**config.mk**
```make
export PLATFORM = sky130hd
export DESIGN_NAME = least_loaded_machine_assigner
export DESIGN_NICKNAME = d
export VERILOG_FILES = /design/src/design/llma_pkg.sv /design/src/design/llma_ctrl.sv /design/src/design/llma_dpath.sv /design/src/design/least_loaded_machine_assigner.sv
export SDC_FILE = /design/constraint.sdc
export NUM_CORES = 1
export LEC_CHECK = 0
export BUFFER_PORTS_ARGS = -buffer_cell sky130_fd_sc_hd__buf_2
export CAP_MARGIN = 25
export CORE_UTILIZATION = 56
export DETAILED_ROUTE_END_ITERATION = 16
export PLACE_DENSITY_LB_ADDON = 0.05
export SETUP_SLACK_MARGIN = 0.15
export SLEW_MARGIN = 0
export SYNTH_ARGS = -nofsm -noshare
export SYNTH_HDL_FRONTEND = slang
export SYNTH_SLANG_ARGS = --single-unit
```
**constraint.sdc**
```tcl
create_clock -name clk -period 7.6 [get_ports clk]
set_input_delay 0.38 -clock clk [delete_from_list [all_inputs] [get_ports clk]]
set_output_delay 0.38 -clock clk [all_outputs]
set_load 0.01 [all_outputs]
```
**src/design/llma_pkg.sv**
```systemverilog
// Shared types and constants for the least-loaded machine assigner.
// No dependencies; imported by every module of the block.
`timescale 1ns / 1ps

package llma_pkg;

  // Fixed field widths
  localparam int unsigned DUR_W  = 16;
  localparam int unsigned LOAD_W = 32;
  localparam int unsigned MID_W  = 4;
  localparam int unsigned CFG_W  = 5;

  localparam logic [CFG_W-1:0]  CFG_RESET = 5'd16;
  localparam logic [LOAD_W-1:0] LOAD_MAX  = {LOAD_W{1'b1}};

  // Controller states, one-hot
  typedef enum logic [2:0] {
    S_IDLE = 3'b001,
    S_ROOT = 3'b010,
    S_SIFT = 3'b100
  } state_t;

  // Controller to datapath
  typedef struct packed {
    logic start;  // input transfer: latch duration, read root
    logic root;   // root read back: emit result, load carried entry
    logic step;   // one sift level: compare children, write one entry
  } cmd_t;

  // Datapath to controller
  typedef struct packed {
    logic sift_done;  // no child is strictly lighter than the carried entry
  } sts_t;

endpackage

```
**src/design/llma_ctrl.sv**
```systemverilog
// Controller state machine of the least-loaded machine assigner.
// Depends on llma_pkg for the state, command and status types.
`timescale 1ns / 1ps

module llma_ctrl import llma_pkg::*; (
  input  logic clk,
  input  logic rst_n,
  input  logic in_valid,
  output logic in_stall,
  output logic out_valid,
  input  logic out_stall,
  output cmd_t cmd,
  input  sts_t sts
);

  state_t state_r, state_nxt;
  logic   out_valid_r, out_valid_nxt;

  // Sequence one task: accept, read root, sift down level by level
  always_comb begin
    state_nxt = state_r;
    cmd       = '0;
    case (state_r)
      S_IDLE: begin
        if (in_valid) begin
          cmd.start = 1'b1;
          state_nxt = S_ROOT;
        end
      end
      S_ROOT: begin
        if (!out_valid_r || !out_stall) begin
          cmd.root  = 1'b1;
          state_nxt = S_SIFT;
        end
      end
      S_SIFT: begin
        cmd.step = 1'b1;
        if (sts.sift_done) begin
          state_nxt = S_IDLE;
        end
      end
      default: begin
        state_nxt = S_IDLE;
      end
    endcase
  end

  // Hold the result until the downstream transfer
  always_comb begin
    out_valid_nxt = cmd.root | (out_valid_r & out_stall);
  end

  always_ff @(posedge clk) begin
    if (!rst_n) begin
      state_r     <= S_IDLE;
      out_valid_r <= 1'b0;
    end else begin
      state_r     <= state_nxt;
      out_valid_r <= out_valid_nxt;
    end
  end

  assign in_stall  = (state_r != S_IDLE);
  assign out_valid = out_valid_r;

endmodule

```
**src/design/llma_dpath.sv**
```systemverilog
// Datapath of the least-loaded machine assigner: heap memory, valid bits,
// carried entry, child compare and result register. Depends on llma_pkg.
`timescale 1ns / 1ps

module llma_dpath import llma_pkg::*; #(
  parameter int unsigned MAX_MACHINES = 16
) (
  input  logic              clk,
  input  logic              rst_n,
  input  cmd_t              cmd,
  output sts_t              sts,
  input  logic              cfg_we,
  input  logic [CFG_W-1:0]  cfg_machines_in_use,
  input  logic [DUR_W-1:0]  in_task_duration,
  input  logic              in_start_new,
  output logic [MID_W-1:0]  out_machine_id,
  output logic [LOAD_W-1:0] out_load_after
);

  localparam int unsigned AW = $clog2(MAX_MACHINES);
  localparam int unsigned CW = $clog2(MAX_MACHINES + 1);
  localparam int unsigned XW = AW + 2;

  // Heap storage; an entry without its valid bit reads as id = index, load 0
  logic [AW-1:0]           mem_id [MAX_MACHINES];
  logic [LOAD_W-1:0]       mem_ld [MAX_MACHINES];
  logic [MAX_MACHINES-1:0] vld_r, vld_nxt;

  logic [CFG_W-1:0]  cfg_r;
  logic [DUR_W-1:0]  dur_r;
  logic [AW-1:0]     pos_r;
  logic [AW-1:0]     cur_id_r;
  logic [LOAD_W-1:0] cur_ld_r;
  logic [MID_W-1:0]  out_id_r;
  logic [LOAD_W-1:0] out_ld_r;

  logic [AW-1:0]     rd_a_addr_r, rd_b_addr_r;
  logic              rd_a_vld_r, rd_b_vld_r;
  logic [AW-1:0]     rd_a_id_r, rd_b_id_r;
  logic [LOAD_W-1:0] rd_a_ld_r, rd_b_ld_r;

  logic [31:0]       cfg_ext, live_ext;
  logic [CW-1:0]     cnt;
  logic [AW-1:0]     a_id, b_id, win_id, wr_id, rd_a_addr, rd_b_addr;
  logic [LOAD_W-1:0] a_ld, b_ld, lmin, win_ld, wr_ld, sat_sum;
  logic [LOAD_W:0]   sum;
  logic [XW-1:0]     lc, rc, cnt_x, nlc, nrc;
  logic              l_ok, r_ok, clr;
  logic [AW-1:0]     win_addr;
  logic [31:0]       root_id_ext;

  function automatic logic [AW-1:0] mem_addr(input logic [XW-1:0] x);
    mem_addr = (x < XW'(MAX_MACHINES)) ? x[AW-1:0] : '0;
  endfunction

  // Live machine count: zero acts as one, clamp to the heap depth
  always_comb begin
    cfg_ext = 32'(cfg_r);
    if (cfg_ext == 32'd0) begin
      live_ext = 32'd1;
    end else if (cfg_ext > 32'(MAX_MACHINES)) begin
      live_ext = 32'(MAX_MACHINES);
    end else begin
      live_ext = cfg_ext;
    end
    cnt   = live_ext[CW-1:0];
    cnt_x = XW'(cnt);
  end

  // Resolve read data against valid bits
  always_comb begin
    a_id = rd_a_vld_r ? rd_a_id_r : rd_a_addr_r;
    a_ld = rd_a_vld_r ? rd_a_ld_r : '0;
    b_id = rd_b_vld_r ? rd_b_id_r : rd_b_addr_r;
    b_ld = rd_b_vld_r ? rd_b_ld_r : '0;
  end

  // Saturating add of the duration onto the root load
  always_comb begin
    sum         = {1'b0, a_ld} + (LOAD_W + 1)'(dur_r);
    sat_sum     = sum[LOAD_W] ? LOAD_MAX : sum[LOAD_W-1:0];
    root_id_ext = 32'(a_id);
  end

  // One sift level: left wins on strictly less, right on strictly less than winner
  always_comb begin
    lc       = (XW'(pos_r) << 1) + XW'(1);
    rc       = lc + XW'(1);
    l_ok     = (lc < cnt_x) && (a_ld < cur_ld_r);
    lmin     = l_ok ? a_ld : cur_ld_r;
    r_ok     = (rc < cnt_x) && (b_ld < lmin);
    win_addr = r_ok ? rc[AW-1:0] : lc[AW-1:0];
    win_id   = r_ok ? b_id : a_id;
    win_ld   = r_ok ? b_ld : a_ld;
    nlc      = (XW'(win_addr) << 1) + XW'(1);
    nrc      = nlc + XW'(1);
    sts.sift_done = !(l_ok || r_ok);
    wr_id    = sts.sift_done ? cur_id_r : win_id;
    wr_ld    = sts.sift_done ? cur_ld_r : win_ld;
  end

  // Read addresses: root on start and while idle, children of the next position on root and step
  always_comb begin
    if (cmd.root) begin
      rd_a_addr = mem_addr(XW'(1));
      rd_b_addr = mem_addr(XW'(2));
    end else if (cmd.step) begin
      rd_a_addr = mem_addr(nlc);
      rd_b_addr = mem_addr(nrc);
    end else begin
      rd_a_addr = '0;
      rd_b_addr = '0;
    end
  end

  assign clr = cmd.start & in_start_new;

  // Drop all entries on a fresh schedule, mark entries as they are written
  always_comb begin
    vld_nxt = vld_r;
    if (clr) begin
      vld_nxt = '0;
    end else if (cmd.step) begin
      vld_nxt[pos_r] = 1'b1;
    end
  end

  always_ff @(posedge clk) begin
    if (!rst_n) begin
      vld_r <= '0;
      cfg_r <= CFG_RESET;
    end else begin
      vld_r <= vld_nxt;
      if (cfg_we) begin
        cfg_r <= cfg_machines_in_use;
      end
    end
  end

  // Heap memory: one write port, two registered read ports
  always_ff @(posedge clk) begin
    if (cmd.step) begin
      mem_id[pos_r] <= wr_id;
      mem_ld[pos_r] <= wr_ld;
    end
    rd_a_addr_r <= rd_a_addr;
    rd_b_addr_r <= rd_b_addr;
    rd_a_id_r   <= mem_id[rd_a_addr];
    rd_a_ld_r   <= mem_ld[rd_a_addr];
    rd_b_id_r   <= mem_id[rd_b_addr];
    rd_b_ld_r   <= mem_ld[rd_b_addr];
    rd_a_vld_r  <= vld_r[rd_a_addr] & ~clr;
    rd_b_vld_r  <= vld_r[rd_b_addr] & ~clr;
  end

  // Carried entry, position and result register
  always_ff @(posedge clk) begin
    if (cmd.start) begin
      dur_r <= in_task_duration;
    end
    if (cmd.root) begin
      out_id_r <= root_id_ext[MID_W-1:0];
      out_ld_r <= sat_sum;
      cur_id_r <= a_id;
      cur_ld_r <= sat_sum;
      pos_r    <= '0;
    end else if (cmd.step && !sts.sift_done) begin
      pos_r <= win_addr;
    end
  end

  assign out_machine_id = out_id_r;
  assign out_load_after = out_ld_r;

endmodule

```
**src/design/least_loaded_machine_assigner.sv**
```systemverilog
// Top level of the least-loaded machine assigner (list scheduling on a min-heap).
// Instantiates llma_ctrl and llma_dpath; depends on llma_pkg.
//
//  channel | direction | handshake           | payload
//  --------+-----------+---------------------+------------------------------------
//  in_     | input     | in_valid / in_stall   | in_task_duration[15:0], in_start_new
//  out_    | output    | out_valid / out_stall | out_machine_id[3:0], out_load_after[31:0]
//  cfg_    | input     | cfg_valid / cfg_ready | cfg_machines_in_use[4:0]
//
// One task at a time: the input stalls after a transfer until the root entry
// has moved down its heap levels, at most floor(log2(count)) of them. One
// sift level per cycle, set by the two-read, one-write heap memory. The result
// is registered from the root read that follows the transfer, and the next
// task can enter while it waits; a stalled result holds the block in its root
// state. Synchronous reset leaves ids 0..N-1 with zero loads and 16 machines
// in use.
`timescale 1ns / 1ps

module least_loaded_machine_assigner import llma_pkg::*; #(
  parameter int unsigned MAX_MACHINES = 16
) (
  input  logic              clk,
  input  logic              rst_n,
  input  logic              in_valid,
  output logic              in_stall,
  input  logic [DUR_W-1:0]  in_task_duration,
  input  logic              in_start_new,
  output logic              out_valid,
  input  logic              out_stall,
  output logic [MID_W-1:0]  out_machine_id,
  output logic [LOAD_W-1:0] out_load_after,
  input  logic              cfg_valid,
  output logic              cfg_ready,
  input  logic [CFG_W-1:0]  cfg_machines_in_use
);

  cmd_t cmd;
  sts_t sts;

  // Register writes must arrive only while idle; the block itself does not enforce it
  assign cfg_ready = 1'b1;

  llma_ctrl u_ctrl (
    .clk       (clk),
    .rst_n     (rst_n),
    .in_valid  (in_valid),
    .in_stall  (in_stall),
    .out_valid (out_valid),
    .out_stall (out_stall),
    .cmd       (cmd),
    .sts       (sts)
  );

  llma_dpath #(
    .MAX_MACHINES (MAX_MACHINES)
  ) u_dpath (
    .clk                 (clk),
    .rst_n               (rst_n),
    .cmd                 (cmd),
    .sts                 (sts),
    .cfg_we              (cfg_valid & cfg_ready),
    .cfg_machines_in_use (cfg_machines_in_use),
    .in_task_duration    (in_task_duration),
    .in_start_new        (in_start_new),
    .out_machine_id      (out_machine_id),
    .out_load_after      (out_load_after)
  );

endmodule

```
==> results.py <==
metrics = {
    "floorplan": {
        "die_x_um": 238.6,
        "die_height_um": 238.6,
        "io_pins": 66,
        "start_util": 0.5680,
        "dieArea_um2": 56940,
        "fp-row-count": 86,
        "core_area_um2": 55200,
    },
    "worst_setup_path": {
        "end_kind": "flip-flop",
        "crit_arrival_ps": 7530,
        "critPathKind": "flip-flop to flip-flop",
        "r2r_slack_ps": 560,
        "critPathRequiredTime_ps": 8090,
        "critPathSlowestCell": "or4_1",
        "cp-start-kind": "flip-flop",
        "crit_buf_inv": 4,
        "slowest_delay_ps": 620,
        "rr_worst_depth": 27,
        "cp_num_cells": 27,
        "crit_fanout": 41,
        "critPathTopFamily": "simple AND/OR/NAND/NOR gates",
    },
    "routing": {
        "drt_iter0_markers": 1823,
        "wl_um": 79790,
        "drcViolationCount": 0,
        "ant_nets": 0,
        "top_layer": "met4",
        "dr.pass1.iters": 5,
        "viasPerCell": 6.167,
        "wl_met1_um": 35840,
        "dr_total_vias": 18290,
        "wl_per_cell_um": 26.90,
        "wl_met3_um": 7012,
        "wl_met2_um": 35530,
    },
    "layout": {
        "drive_above_1_share": 0.2205,
        "final_util": 0.6480,
        "area_delta_synth_final_pct": 14.08,
        "antenna_cells": 0,
        "nets": 2271,
        "final_cell_count_no_fill": 2966,
    },
    "hold_path": {
        "min_path_type": "primary input to flip-flop",
        "holdPathStages": 3,
    },
    "global_routing": {
        "grt_overflow": 0,
        "grt_pass1_vias": 17750,
        "grt_use_total": 0.2849,
        "grt_pass1_wl_um": 117200,
        "antenna_found_initial": 0,
        "grt_max_degree": 75,
    },
    "placement": {
        "routabilityCongestion": 0.8961,
        "dpl.hpwl_um": 47360,
        "dp.cells": 2807,
        "port_buffers": 64,
    },
    "timing": {
        "maxSlewViolCount": 0,
        "worst_pin_slew_ps": 1059,
        "final-setup-viol-count": 0,
        "finalHoldViolations": 0,
        "fin_tns_setup_ps": 0,
        "finalCritPeriodShare": 0.9257,
        "hold_ws_ps": 28.84,
        "skew_ps": 18.76,
        "fmax_mhz": 142.1,
        "relSlewSlack": 0.2924,
        "fin_crit_ps": 7036,
        "rsz0062_at_grt": "no",
    },
    "cts": {
        "h-tree-depth": 3,
        "clk_path_buf_depth": 3,
        "cts_made_buffers": 75,
        "clock-root-buffer": "clkbuf_16",
        "postCtsSetupRepairBufs": 0,
        "cts_sinks": 738,
        "clk_latency_ps": 620,
        "path_clk_slew_ps": 60,
        "cts_tree": "done",
    },
    "run": {
        "maxCapViolCount": 0,
    },
    "pwr": {
        "peakVddDrop_v": 0.0001811,
        "finalPower_w": 0.009441,
        "p_leak_nw": 12.68,
        "cellPowerDensity_nw_per_um2": 263.9,
    },
    "logic_synthesis": {
        "syn_nets": 2123,
        "synth_enable_flop_cells": 628,
        "synth-main-ff-cell": "edfxtp_1",
        "ys_async_sr_fraction": 0,
        "syn_inst": 2008,
        "synthTopCellsByArea": "edfxtp_1, dfxtp_1, mux4_2, mux2_2, ha_1",
        "synth_top_area_frac": 0.6015,
        "ys_ff_latch": 738,
        "yosys_warnings": 0,
        "yosysUniqueCellTypes": 73,
        "synth_area_um2": 31350,
        "yosysTopAreaCell": "edfxtp_1",
        "avgSynthCellArea_um2": 15.61,
        "ys_seq_area_frac": 0.6717,
    },
    "outcome": {
        "outcome": "completed",
    },
}
## registers in the layout, summed over array words and instances (netlist names)
register             cells
u_dpath.rd_b_id_r        4
u_dpath.cfg_r            5
u_dpath.rd_a_vld_r       1
u_ctrl.out_valid         1
u_dpath.rd_a_id_r        4
u_dpath.vld_r           16
u_dpath.rd_b_vld_r       1
u_dpath.dur_r           16
u_dpath.cur_id_r         4
u_dpath.cur_ld_r        32
u_dpath.mem_ld         512
u_dpath.rd_a_addr_r      4
u_dpath.mem_id          64
u_dpath.rd_b_ld_r       32
u_ctrl.state_r           3
u_dpath.rd_a_ld_r       32
u_dpath.pos_r            4
u_dpath.rd_b_addr_r      3
## kinds of logic after synthesis
family	share of synthesized area
AOI/OAI and AO/OA	0.08612
xor gates and xnor gates	0.006984
adders and majority gates	0.03512
buffers and inverters	0.02414
DFF	0.6717
muxes	0.1278
other	0.0001196
and+or+nand+nor	0.04801
## synthesized netlist by cell type, types with 16 or more instances
| library cell | instances |
|---|---|
| mux2_2 | 104 |
| a21o_1 | 16 |
| ha_1 | 88 |
| buf_4 | 18 |
| clkbuf_1 | 64 |
| o21a_1 | 30 |
| nor2_1 | 84 |
| a221oi_1 | 21 |
| inv_1 | 60 |
| o21ai_0 | 58 |
| mux4_2 | 74 |
| and2_1 | 56 |
| dfxtp_1 | 110 |
| o211ai_1 | 18 |
| xnor2_1 | 17 |
| nand2_1 | 72 |
| mux2_1 | 47 |
| a2bb2oi_1 | 27 |
| a21oi_1 | 116 |
| a22oi_1 | 29 |
| a221o_1 | 27 |
| mux2i_1 | 64 |
| edfxtp_1 | 628 |
## where the power goes
part	leakage [nW]	internal [W]	switching, W	total [W]
Sequential	6.67	0.00475	0.0000318	0.00478
Combinational	4.81	0.000319	0.000717	0.00104
Clock	1.20	0.00211	0.00152	0.00363
Total	12.7	0.00718	0.00227	0.00944
## metal layers
layer / GRT usage / vias to the layer above
li1: - / 8153
met1: 0.4371 / 9281
met2: 0.4249 / 759
met3: 0.04815 / 98
met4: 0.07051 / 0
met5: 0 / -
## final cells by class
| class | instances | area (µm²) |
|---|---|---|
| tap | 748 | 935.9 |
| sequential | 738 | 21060 |
| inverter | 63 | 236.5 |
| clock inverter | 36 | 336.6 |
| multi-input combinational | 1101 | 9729 |
| fill | 3924 | 19430 |
| timing repair buffer | 177 | 1378 |
| clock buffer | 103 | 2093 |
## placed cells by master (no fill, tap or decap), drive strengths merged, types with 6 or more instances in the layout
cell	n
clkbuf	104
ha	88
inv	68
nand4	15
nor2b	9
o21a	30
or3	13
xnor2	17
mux2	151
nor3	12
a21o	16
mux2i	64
buf	159
o211ai	18
xor2	8
a211oi	7
nor2	86
edfxtp	628
a21oi	117
and3	6
dlygate4sd3	17
a2bb2oi	27
nand3	15
and2	57
mux4	74
o21ai	64
nand2	72
a221o	27
a22oi	29
clkinv	23
nand2b	6
a221oi	21
dfxtp	110
## tightest hold or removal path: stages
cell and delay, ps:
buf_2 80, mux2i_1 50, nor2b_1 90
## stage by stage
stage	instance area [µm²]	worst slack, ps
floorplan	31360	182.9
global placement	33100	311.7
detailed placement	33100	208.1
CTS	35700	173.9
global route	35770	165.2
finish	35770	564.4
## timing repair
action                                  CTS  global route
endpoints found under the setup margin    0           266
endpoints found under the hold margin    17             0
resized for setup                         0             5
hold buffers                             17             0
## path summary, 6_finish.rpt
path / from / endpoint
setup / recovery: u_dpath.rd_a_vld_r$_DFF_P_ / u_dpath.rd_b_ld_r[11]$_DFF_P_
hold / removal: cfg_machines_in_use[1] / u_dpath.cfg_r[1]$_SDFFE_PN0P_
setup reg to reg: u_dpath.rd_a_vld_r$_DFF_P_ / u_dpath.rd_b_ld_r[11]$_DFF_P_
hold reg to reg: u_dpath.vld_r[15]$_SDFFE_PP0N_ / u_dpath.vld_r[15]$_SDFFE_PP0N_
Power figures use the tool's default switching activity.
